<file path="src/rtl/gmps_pkg.sv">
`timescale 1ns / 1ps
`default_nettype none
// ----------------------------------------------------------------------------
// gmps_pkg
// Shared widths and types for the grid minimum path sum block.
// ----------------------------------------------------------------------------
package gmps_pkg;

    // field widths
    localparam int unsigned CELL_W = 4;
    localparam int unsigned COST_W = 15;
    localparam int unsigned CFG_W  = 11;

    // position flags of a cell within the grid
    typedef struct packed {
        logic top_row;
        logic left_col;
    } t_cell_pos;

endpackage
`default_nettype wire

</file>
<file path="src/rtl/gmps_cell_add.sv">
`timescale 1ns / 1ps
`default_nettype none
// ----------------------------------------------------------------------------
// gmps_cell_add
// Running cost of one cell: picks the cheaper neighbor (left wins a tie)
// and adds the cell cost with saturation.
// ----------------------------------------------------------------------------
module gmps_cell_add (
    input  wire gmps_pkg::t_cell_pos              i_pos,
    input  wire logic [gmps_pkg::CELL_W-1:0]      i_cost,
    input  wire logic [gmps_pkg::COST_W-1:0]      i_up_cost,
    input  wire logic [gmps_pkg::COST_W-1:0]      i_left_cost,
    output logic      [gmps_pkg::COST_W-1:0]      o_cost
);
    import gmps_pkg::*;

    logic [COST_W-1:0] w_base;
    logic [COST_W:0]   w_sum;

    // neighbor select
    always_comb begin
        if (i_pos.top_row) begin
            w_base = i_left_cost;
        end else if (i_pos.left_col) begin
            w_base = i_up_cost;
        end else if (i_up_cost < i_left_cost) begin
            w_base = i_up_cost;
        end else begin
            w_base = i_left_cost;
        end
    end

    // saturating add, start cell counts as zero
    assign w_sum = {1'b0, w_base} + (COST_W + 1)'(i_cost);

    always_comb begin
        if (i_pos.top_row && i_pos.left_col) begin
            o_cost = '0;
        end else if (w_sum[COST_W]) begin
            o_cost = '1;
        end else begin
            o_cost = w_sum[COST_W-1:0];
        end
    end

endmodule
`default_nettype wire

</file>
<file path="config.mk">
export PLATFORM = sky130hd
export DESIGN_NAME = gmps_cell_add
export DESIGN_NICKNAME = d
export VERILOG_FILES = /design/src/rtl/gmps_pkg.sv /design/src/rtl/gmps_cell_add.sv
export SDC_FILE = /design/constraint.sdc
export NUM_CORES = 1
export LEC_CHECK = 0
export ABC_AREA = 1
export BUFFER_PORTS_ARGS = -buffer_cell sky130_fd_sc_hd__buf_2
export CAP_MARGIN = 20
export CORE_ASPECT_RATIO = 1.75
export CORE_MARGIN = 1
export CORE_UTILIZATION = 40
export DETAILED_ROUTE_END_ITERATION = 12
export PLACE_DENSITY = 0.69
export SLEW_MARGIN = 10
export SYNTH_ARGS = -nofsm -noshare
export SYNTH_HDL_FRONTEND = slang
export SYNTH_SLANG_ARGS = --single-unit
</file>
<file path="constraint.sdc">
create_clock -name vclk -period 6.4
set_clock_uncertainty 0.1 [all_clocks]
set_input_delay 0.64 -clock vclk [all_inputs]
set_output_delay 0.64 -clock vclk [all_outputs]
set_load 0.01 [all_outputs]
</file>
Word level (Yosys, flattened, before mapping)
Index checks and enable logic that the tools add are counted.
Widths: inputs -> output; s select.
- flip-flop bits (word level): 0
- bits of input ports: 36
- output and inout port bits: 15
- logic and storage cells: 8
- add/sub/neg operators: 1
- order comparisons: 1
- muxes and demuxes: 5
- reduce and logical (&&, ||, !) cells: 1
- operators by type and width (operator ; count):
    $mux 15 ; 5
    $add 15x4->16 ; 1
    $lt 15x15->1 ; 1
    $logic_and 1x1->1 ; 1

Longest topological paths before layout
Gate-level depths: netlist of the first run.
- word-level depth: 7
- depth in mapped cells: 28
- gate-level depth less buffers: 27

Least setup slack after synthesis of the first run
OpenSTA, ideal clock, no wires.
- path type: input-to-output
- start: input i_left_cost[14] in the netlist's numbering
- end: output o_cost[8] in the netlist's numbering
- arrival time: 3432 ps
- required time: 5660 ps
- slack: 2228 ps
- stages: 23
- path buffers: 1
- cell sequence: inv_1 ha_1 nand2_2 inv_1 nand2_1 nand2_1 a21oi_1 nand2_1 nand2_2 nand2_4 buf_8 o21ai_0 ha_1 inv_1 fa_1 nand3b_1 and2_0 inv_1 nand3_1 nor2_4 nand2_1 xor2_1 a21oi_2
- longest elaborated chain between the ends: 7
- RTL lines (what ; RTL line ; RTL):
    start, declared ; gmps_cell_add.sv:12 ; input wire logic [gmps_pkg::COST_W-1:0] i_left_cost,
    $lt 15x15->1 ; gmps_cell_add.sv:26 ; end else if (i_up_cost < i_left_cost) begin
    $mux 15 ; gmps_cell_add.sv:26 ;
    $mux 15 ; gmps_cell_add.sv:24 ; end else if (i_pos.left_col) begin
    $mux 15 * ; gmps_cell_add.sv:22 ; if (i_pos.top_row) begin
    $add 15x4->16 * ; gmps_cell_add.sv:34 ; assign w_sum = {1'b0, w_base} + (COST_W + 1)'(i_cost);
    $mux 15 * ; gmps_cell_add.sv:39 ; end else if (w_sum[COST_W]) begin
    $mux 15 * ; gmps_cell_add.sv:37 ; if (i_pos.top_row && i_pos.left_col) begin
    end, declared ; gmps_cell_add.sv:13 ; output logic [gmps_pkg::COST_W-1:0] o_cost
Every way passes the cells marked *; elsewhere a longest branch is shown, timed or not.

Worst setup path in the final report of the first run
- start: input i_up_cost[2] in the netlist's numbering
- end: output o_cost[8] in the netlist's numbering
- longest elaborated chain between the ends: 7
- RTL lines (what ; RTL line ; RTL):
    start, declared ; gmps_cell_add.sv:11 ; input wire logic [gmps_pkg::COST_W-1:0] i_up_cost,
    $lt 15x15->1 ; gmps_cell_add.sv:26 ;
    $mux 15 ; gmps_cell_add.sv:26 ;
    $mux 15 * ; gmps_cell_add.sv:24 ;
    $mux 15 * ; gmps_cell_add.sv:22 ;
    $add 15x4->16 * ; gmps_cell_add.sv:34 ;
    $mux 15 * ; gmps_cell_add.sv:39 ;
    $mux 15 * ; gmps_cell_add.sv:37 ;
Marks and branches as above.

==> impl_metrics.env, run 1 <==
export IMPL_status="complete, no violations"
export IMPL_cp_slowest_cell="fa_1"
export IMPL_cts_repair_resized=0
export IMPL_rsz0062_at_grt="no"
export IMPL_cp_start_kind="primary input"
export IMPL_min_period_over_period_pct=73.4
export IMPL_crit_fanout=19
export IMPL_antenna_found_initial=0
export IMPL_clkbuf_count=0
export IMPL_register_area_sq_um=0
export IMPL_ctsHoldBuffers=0
export IMPL_ys_warn_count=0
export IMPL_irDropWorstVdd_mv=0.0376
export IMPL_grt_usage_pct=15.9
export IMPL_wirelength_microns=2720
export IMPL_grt_ovfl_total=0
export IMPL_drt_initial_drc_count=11
export IMPL_fp_dieArea_sq_mm=0.00351
export IMPL_p_leak_nw=0.999
export IMPL_clock_fmax_mhz=213
export IMPL_finalHoldViolCount=0
export IMPL_fin_crit_ps=4700
export IMPL_nets=323
export IMPL_required_ps=5660
export IMPL_drt_pre_antenna_iters=4
export IMPL_hpwlAfterDp_microns=2510
export IMPL_endpoint_kind="output pin"
export IMPL_syn_nets=275
export IMPL_muxShareOfSynthArea_pct=0
export IMPL_syn_cell_area_sq_mm=0.00131
export IMPL_io_buffers=51
export IMPL_grt_pass1_wl_microns=4650
export IMPL_seq_area_frac_synth_pct=0
export IMPL_yosysUniqueCellTypes=28
export IMPL_critPathKind="in2out"
export IMPL_powerDensity_mw_per_mm2=89.6
export IMPL_rows=27
export IMPL_cp_depth=23
export IMPL_min_path_type="in2out"
export IMPL_crit_top_cell="nand2_1"
export IMPL_setup_violations_final=0
export IMPL_area_growth_syn_to_layout_pct=19.9
export IMPL_syn_avg_cell_area_sq_um=5.95
export IMPL_cpPeakStageDelay_ps=380
export IMPL_num_io_pins=51
export IMPL_synth_top_family_by_area="simple AND/OR/NAND/NOR gates"
export IMPL_cp_endpoint="o_cost[8]"
export IMPL_max_slew_margin_pct=69.6
export IMPL_final_max_slew_violation_count=0
export IMPL_vias_per_cell=4.60
export IMPL_yosys_area_share_simple_pct=48.4
export IMPL_arrival_ps=3960
export IMPL_ant_nets=0
export IMPL_start_util_pct=41.7
export IMPL_whs_ps=1670
export IMPL_seq_cells=0
export IMPL_maxCapViolations=0
export IMPL_route_detailed_drc=0
export IMPL_drive_above_1_share_pct=30.5
export IMPL_path_cells="buf_2, ha_1, a21oi_1, nand2_1, nand2_1, nand2_1, nand2_1, nand2_1, nand2_2, nand2_4, o21ai_0, ha_1, inv_1, fa_1, nand3b_1, and2_0, inv_1, nand3_1, nor2_4, nand2_1, xor2_1, a21oi_2, buf_2"
export IMPL_critPathTopFamily="simple AND/OR/NAND/NOR gates"
export IMPL_path_buf_inv=4
export IMPL_tightest_slew_ps=455
export IMPL_wl_per_cell_microns=8.81
export IMPL_final_cell_mix="66 x nand2_1, 51 x buf_2, 43 x inv_1"
export IMPL_cp_startpoint="i_up_cost[2]"
export IMPL_die_x_microns=45.2
export IMPL_grt_max_degree=20
export IMPL_post_cts_buffers=0
export IMPL_die_y_microns=77.7
export IMPL_core_sq_mm=0.00314
export IMPL_diodes=0
export IMPL_syn_inst=220
export IMPL_synth_compound_area_share_pct=11.9
export IMPL_vias=1420
export IMPL_totalPowerFinal_mw=0.141
export IMPL_synthXorXnorAreaFrac_pct=4.68
export IMPL_synth_fa_ha_area_share_pct=18.7
export IMPL_gp_congestion=0.802
export IMPL_first_global_vias=1181
export IMPL_fin_setup_tns_ps=0
export IMPL_layout_commonest_cell="nand2_1"
-- cell families (layout without fill, tap and decap cells) --
group	after synthesis	count (layout)
AOI/OAI and AO/OA	23	23
and+or+nand+nor	122	122
xor gates and xnor gates	7	7
buffers and inverters	49	95
adders and majority gates	19	19
-- metrics by stage --
stage | setup slack [ps] | std cells | area (sq um) | util (%)
after floorplan | 2230 | 220 | 1310 | -
after global placement | 1740 | 309 | 1570 | 49.9
after detailed placement | 1690 | 309 | 1570 | 49.9
after CTS | 1690 | 309 | 1570 | 49.9
after global routing | 1350 | 309 | 1570 | 49.9
final | 1700 | 309 | 1570 | 49.9
-- layout make-up --
type | instances | area (sq um)
fill | 350 | 1570
inverter | 44 | 165
tap | 43 | 53.8
timing repair buffer | 51 | 255
multi-input combinational | 171 | 1090
-- cells in the mapped netlist (3+ instances only) --
library cell	count	area share, %
nor2_4	3	2.6
a21oi_1	10	3.8
inv_1	43	12
nand2_2	9	4.3
nand4_1	5	2.4
nand3_1	21	8.0
nor2_1	8	2.3
ha_1	18	17
nand2_1	66	19
a21oi_2	10	6.7
xor2_1	5	3.3
-- routing by layer --
layer | vias to the layer above | global-route usage (%) | part of all wire [%]
met3 | 0 | 0 | 1.9
met5 | - | 0 | 0
met2 | 29 | 30.6 | 53
met4 | 0 | 0 | 0
li1 | 788 | - | -
met1 | 603 | 19.8 | 45
-- how the worst min path moves through the flow --
stage                  start    endpoint  slack [ps]  cells past startpoint
floorplan           i_pos[0]  o_cost[12]        1380                      3
global placement    i_pos[0]  o_cost[14]        1670                      5
detailed placement  i_pos[0]  o_cost[13]        1660                      5
CTS                 i_pos[0]  o_cost[13]        1660                      5
global route        i_pos[0]  o_cost[13]        1710                      5
finish              i_pos[0]  o_cost[13]        1670                      5
-- power by group --
group          internal [mW]  switching, mW  total [mW]
Combinational         0.0583         0.0823       0.141
Sequential                 0              0           0
Clock                      0              0           0
Note: power is estimated with default switching activity, not from simulation.
==> inputs of run 2 (changes only) <==
--- a/config.mk
+++ b/config.mk
@@ -5,14 +5,14 @@
 export SDC_FILE = /design/constraint.sdc
 export NUM_CORES = 1
 export LEC_CHECK = 0
-export ABC_AREA = 1
+export ABC_AREA = 0
 export BUFFER_PORTS_ARGS = -buffer_cell sky130_fd_sc_hd__buf_2
 export CAP_MARGIN = 20
 export CORE_ASPECT_RATIO = 1.75
 export CORE_MARGIN = 1
 export CORE_UTILIZATION = 40
 export DETAILED_ROUTE_END_ITERATION = 12
-export PLACE_DENSITY = 0.69
+export PLACE_DENSITY = 0.72
 export SLEW_MARGIN = 10
 export SYNTH_ARGS = -nofsm -noshare
 export SYNTH_HDL_FRONTEND = slang
==> constraint.sdc (replaced) <==
create_clock -name vclk -period 4.05
set_clock_uncertainty 0.1 [all_clocks]
set_input_delay 0.405 -clock vclk [all_inputs]
set_output_delay 0.405 -clock vclk [all_outputs]
set_load 0.01 [all_outputs]
==> run 2 against run 1 <==
Effect of this change: the run now ends with DRC left; count of clock-buffer cells in the layout stayed put; setup slack worse by 1700 ps; design area is 39% higher; die area is 5.3% lower; synthesized area is 5.4% lower; flip-flop and latch count stayed put; critical endpoint is now o_cost[4]; synthesized cell count is 22% lower; critical path depth is 3 lower.
==> impl_metrics.env, run 2 <==
export IMPL_worst_slack_ps=51.1
export IMPL_instances_no_fill=279
export IMPL_register_area_sq_um=0
export IMPL_yosysUniqueCellTypes=38
export IMPL_fp_dieArea_sq_mm=0.00333
export IMPL_ys_top_cells_by_area="ha_1 18%, xnor2_1 13%, mux2i_1 8.1%, a21oi_1 7.3%, inv_1 5.8%"
export IMPL_endpoint_kind="output pin"
export IMPL_place_ws_ps=-124
export IMPL_status="finished with violations"
export IMPL_irDropWorstVdd_mv=0.0670
export IMPL_totalPowerFinal_mw=0.313
export IMPL_power_internal_mw=0.163
export IMPL_area_growth_syn_to_layout_pct=75.9
export IMPL_crit_top_cell="buf_6"
export IMPL_synth_common_cells="19 x inv_1, 18 x a21oi_1, 18 x ha_1, 18 x xnor2_1, 17 x nand2_1"
export IMPL_wl_per_cell_microns=14.3
export IMPL_min_period_over_period_pct=98.7
export IMPL_tightest_slew_ps=713
export IMPL_drt_initial_drc_count=22
export IMPL_first_global_vias=1381
export IMPL_drive_above_1_share_pct=58.2
export IMPL_diodes=0
export IMPL_clock_fmax_mhz=250
export IMPL_path_buf_inv=8
export IMPL_die_x_microns=44.0
export IMPL_min_path_type="in2out"
export IMPL_vias=1541
export IMPL_rows=26
export IMPL_io_buffers=51
export IMPL_syn_cell_area_sq_mm=0.00124
export IMPL_rsz0062_at_grt="yes"
export IMPL_critPathTopFamily="compound AO/OA/AOI/OAI gates"
export IMPL_max_slew_margin_pct=52.5
export IMPL_holdPathEnd="o_cost[13]"
export IMPL_p_leak_nw=1.01
export IMPL_hold_start="i_left_cost[13]"
export IMPL_p_seq_share_pct=0
export IMPL_fin_crit_ps=4000
export IMPL_layout_commonest_cell="buf_2"
export IMPL_core_sq_mm=0.00293
export IMPL_nets=308
export IMPL_powerDensity_mw_per_mm2=144
export IMPL_required_ps=3540
export IMPL_route_detailed_drc=3
export IMPL_synth_most_common_cell="inv_1"
export IMPL_dp_cells=271
export IMPL_synth_top_area_share_pct=18.2
export IMPL_maxCapViolations=0
export IMPL_ys_warn_count=0
export IMPL_num_io_pins=51
export IMPL_synth_top_area_cell="ha_1"
export IMPL_drt_pre_antenna_iters=8
export IMPL_grt_pass1_wl_microns=5510
export IMPL_grt_max_degree=17
export IMPL_arrival_ps=3490
export IMPL_final_max_slew_violation_count=0
export IMPL_clkbuf_count=0
export IMPL_finalHoldViolCount=0
export IMPL_hpwlAfterDp_microns=2930
export IMPL_die_y_microns=75.6
export IMPL_switching_share_pct=47.8
export IMPL_syn_inst=171
export IMPL_gp_congestion=0.887
export IMPL_fillers=218
export IMPL_grt_usage_pct=21.0
export IMPL_antenna_found_initial=0
export IMPL_p_clk_share_pct=0
export IMPL_setup_violations_final=0
export IMPL_combPwrFrac_pct=100.0
export IMPL_power_switching_mw=0.150
export IMPL_syn_nets=226
export IMPL_cpPeakStageDelay_ps=400
export IMPL_start_util_pct=42.3
export IMPL_vias_per_cell=5.52
export IMPL_wirelength_microns=4000
export IMPL_critPathKind="in2out"
export IMPL_final_cell_mix="38 x buf_2, 31 x buf_4, 18 x xnor2_1"
export IMPL_seq_area_frac_synth_pct=0
export IMPL_cp_slowest_cell="o41ai_4"
export IMPL_ant_nets=0
export IMPL_path_cells="buf_6, inv_4, ha_4, nand2_2, o21ai_2, a21oi_2, o41ai_4, buf_4, buf_6, mux2_4, inv_1, fa_2, nand2b_4, a21oi_4, buf_6, buf_4, xor2_1, nor3_1, a211oi_1, buf_2"
export IMPL_crit_fanout=6
export IMPL_whs_ps=1180
export IMPL_grt_ovfl_total=0
export IMPL_syn_avg_cell_area_sq_um=7.24
export IMPL_whs_path_depth=5
export IMPL_cp_start_kind="primary input"
export IMPL_seq_cells=0
export IMPL_violations="DRC"
-- run 2: changes by cell type after synthesis, moves of 3 or more --
cell     previous run  this run
nand2_1            66        17
inv_1              43        19
xnor2_1             2        18
nand3_1            21         7
mux2i_1             0        10
nand2_2             9         0
a21oi_1            10        18
and3_1              0         7
a21oi_2            10         5
mux2_2              0         4
nor2_4              3         0
-- run 2: cells by family after synthesis --
logic type                 after synthesis  share of synthesized area (%)
AOI/OAI and AO/OA                       38                           21.0
xor gates and xnor gates                22                           15.6
adders and majority gates               19                           19.8
buffers and inverters                   25                           10.2
muxes                                   14                           11.7
and+or+nand+nor                         53                           21.6
-- run 2: metal layers --
metal / part of all wire (%) / vias to the layer above / routed length [microns] / GRT usage, %
li1: - / 767 / - / -
met1: 37 / 738 / 1470 / 23.0
met2: 59 / 32 / 2380 / 43.8
met3: 2.4 / 4 / 96 / 0.474
met4: 1.3 / 0 / 52 / 2.69
met5: 0 / - / 0 / 0
-- run 2: through the flow --
stage | area [sq um] | setup TNS [ps] | utilization [%]
4_1_cts | 1770 | -6.20 | 60.4
3_3_place_gp | 1690 | -295 | 57.6
2_1_floorplan | 1240 | 0 | -
5_1_grt | 2180 | -818 | 74.4
6_report | 2180 | 0 | 74.4
3_5_place_dp | 1690 | -1090 | 57.6
-- run 2: timing repair --
action	in CTS	in global routing
setup buffers	3	4
cloned	1	0
hold buffers	0	0
endpoints found under the setup margin	15	15
resized for setup	13	81
pin swaps	4	31
-- run 2: final cells by class --
cell class,count,area [sq um],area share [%]
Multi-Input combinational cell,146,1420,65.4
Timing Repair Buffer,86,629,28.9
Inverter,19,88.8,4.08
Tap cell,28,35.0,1.61
-- run 2: worst max-delay path by stage --
stage | from | end | slack (ps) | depth (start not counted)
after floorplan | i_left_cost[4] | o_cost[14] | 20 | 18
after global placement | i_left_cost[6] | o_cost[6] | -60 | 18
after detailed placement | i_left_cost[6] | o_cost[6] | -120 | 18
after CTS | i_left_cost[4] | o_cost[13] | -6 | 18
after global routing | i_left_cost[2] | o_cost[13] | -110 | 19
final | i_left_cost[2] | o_cost[4] | 50 | 20
-- run 2: power by group through the flow --
stage | registers, mW | logic [mW] | clock network [mW]
floorplan | 0 | 0.138 | 0
global placement | 0 | 0.225 | 0
detailed placement | 0 | 0.228 | 0
CTS | 0 | 0.250 | 0
global route | 0 | 0.342 | 0
finish | 0 | 0.313 | 0
-- run 2: worst min-delay path: stages --
cell,delay [ps]
buf_8,80
xnor2_1,50
mux2i_1,130
a21oi_1,80
buf_2,130
==> inputs of run 3 (changes only) <==
--- a/config.mk
+++ b/config.mk
@@ -12,7 +12,7 @@
 export CORE_MARGIN = 1
 export CORE_UTILIZATION = 40
 export DETAILED_ROUTE_END_ITERATION = 12
-export PLACE_DENSITY = 0.72
+export PLACE_DENSITY = 0.81
 export SLEW_MARGIN = 10
 export SYNTH_ARGS = -nofsm -noshare
 export SYNTH_HDL_FRONTEND = slang
==> run 3 against run 2 <==
Effect of this change: the run ends with DRC, setup timing left; utilization down 6.7 points; via count up 6.1%; power down 3.7%; largest cell class unchanged; largest power group unchanged.
==> impl_metrics.env, run 3 (same netlist as run 2, synthesis figures left out) <==
export IMPL_status="finished with violations"
export IMPL_violations="DRC, setup timing"
export IMPL_ctsHoldBuffers=0
export IMPL_path_buf_inv=5
export IMPL_min_period_over_period_pct=100
export IMPL_grt_usage_pct=22.0
export IMPL_vias_per_cell=5.97
export IMPL_place_area_sq_mm=0.00168
export IMPL_path_cells="buf_2, inv_2, ha_1, nand2_1, o21ai_2, a21oi_2, o41ai_4, buf_4, mux2_4, ha_4, a211oi_2, o21bai_4, buf_6, nand4_1, xnor2_1, mux2i_1, a21oi_1, buf_2"
export IMPL_rows=26
export IMPL_clock_fmax_mhz=246
export IMPL_num_io_pins=51
export IMPL_die_x_microns=44.0
export IMPL_die_y_microns=75.6
export IMPL_fillers=213
export IMPL_hpwlAfterDp_microns=3030
export IMPL_max_slew_margin_pct=50.0
export IMPL_instances_no_fill=274
export IMPL_finalHoldViolCount=0
export IMPL_cp_depth=18
export IMPL_drt_pre_antenna_iters=8
export IMPL_drive_above_1_share_pct=52.4
export IMPL_clkbuf_count=0
export IMPL_drt_initial_drc_count=48
export IMPL_whs_path_depth=5
export IMPL_arrival_ps=3560
export IMPL_ant_nets=0
export IMPL_register_area_sq_um=0
export IMPL_cp_slowest_cell="o41ai_4"
export IMPL_antenna_found_initial=0
export IMPL_start_util_pct=42.3
export IMPL_critPathTopFamily="compound AO/OA/AOI/OAI gates"
export IMPL_diodes=0
export IMPL_route_detailed_drc=3
export IMPL_cpPeakStageDelay_ps=440
export IMPL_fin_crit_ps=4070
export IMPL_core_sq_mm=0.00293
export IMPL_holdPathEnd="o_cost[0]"
export IMPL_tightest_slew_ps=750
export IMPL_wl_per_cell_microns=17.0
export IMPL_multi_input_area_sq_mm=0.00134
export IMPL_worst_slack_ps=-19.1
export IMPL_grt_ovfl_total=0
export IMPL_fin_setup_tns_ps=-33.9
export IMPL_vias=1635
export IMPL_crit_fanout=8
export IMPL_cp_start_kind="primary input"
export IMPL_dp_cells=270
export IMPL_rsz0062_at_grt="yes"
export IMPL_maxCapViolations=0
export IMPL_irDropWorstVdd_mv=0.0688
export IMPL_gp_congestion=0.921
export IMPL_cp_startpoint="i_left_cost[1]"
export IMPL_io_buffers=51
export IMPL_area_growth_syn_to_layout_pct=60.1
export IMPL_required_ps=3540
export IMPL_grt_pass1_wl_microns=5770
export IMPL_final_cell_mix="45 x buf_2, 28 x buf_4, 18 x xnor2_1"
export IMPL_powerDensity_mw_per_mm2=152
export IMPL_p_leak_nw=0.961
export IMPL_seq_cells=0
export IMPL_nets=303
export IMPL_endpoint_kind="output pin"
export IMPL_critPathKind="in2out"
export IMPL_final_max_slew_violation_count=0
export IMPL_fin_util_pct=67.6
export IMPL_layout_commonest_cell="buf_2"
export IMPL_crit_top_cell="buf_2"
export IMPL_hold_start="i_cost[0]"
export IMPL_min_path_type="in2out"
export IMPL_first_global_vias=1507
export IMPL_grt_max_degree=17
export IMPL_wirelength_microns=4660
export IMPL_fp_dieArea_sq_mm=0.00333
export IMPL_design_area_sq_mm=0.00198
export IMPL_setup_violations_final=2
## run 3: how the worst max path moves through the flow
stage                       to  slack [ps]
finish              o_cost[13]         -20
global route        o_cost[13]        -180
CTS                  o_cost[6]           8
detailed placement   o_cost[8]        -240
global placement     o_cost[8]        -140
floorplan           o_cost[14]          20
## run 3: area by class of cell
class,instances,share of cell area [%]
Tap cell,28,1.77
Timing Repair Buffer,81,26.7
Inverter,19,3.98
Multi-Input combinational cell,146,67.5
## run 3: per-stage QoR
| step | hold slack [ps] | power, mW | worst slack, ps |
|---|---|---|---|
| 6_report | 1210 | 0.302 | -19.1 |
| 5_1_grt | 1240 | 0.324 | -183 |
| 4_1_cts | 1180 | 0.251 | 8.19 |
| 3_5_place_dp | 1180 | 0.228 | -240 |
| 3_3_place_gp | 1180 | 0.222 | -137 |
| 2_1_floorplan | 893 | 0.138 | 16.1 |
## run 3: power by group
part / internal (mW) / leakage, nW / switching, mW / total (mW)
Clock: 0 / 0 / 0 / 0
Sequential: 0 / 0 / 0 / 0
Combinational: 0.146 / 0.961 / 0.156 / 0.302
## run 3: timing repair
| item | CTS | global route |
|---|---|---|
| setup endpoints to repair | 15 | 15 |
| pin swaps | 7 | 22 |
| buffers inserted | 1 | 3 |
| resized for setup | 19 | 43 |
| cloned | 0 | 0 |
## run 3: per-layer routing
metal	global-route usage (%)	wire length, microns	vias to the layer above
met2	46.9	2590	81
met4	9.09	227	0
met5	0	0	-
met1	19.9	1590	774
met3	1.42	255	24
li1	-	-	756
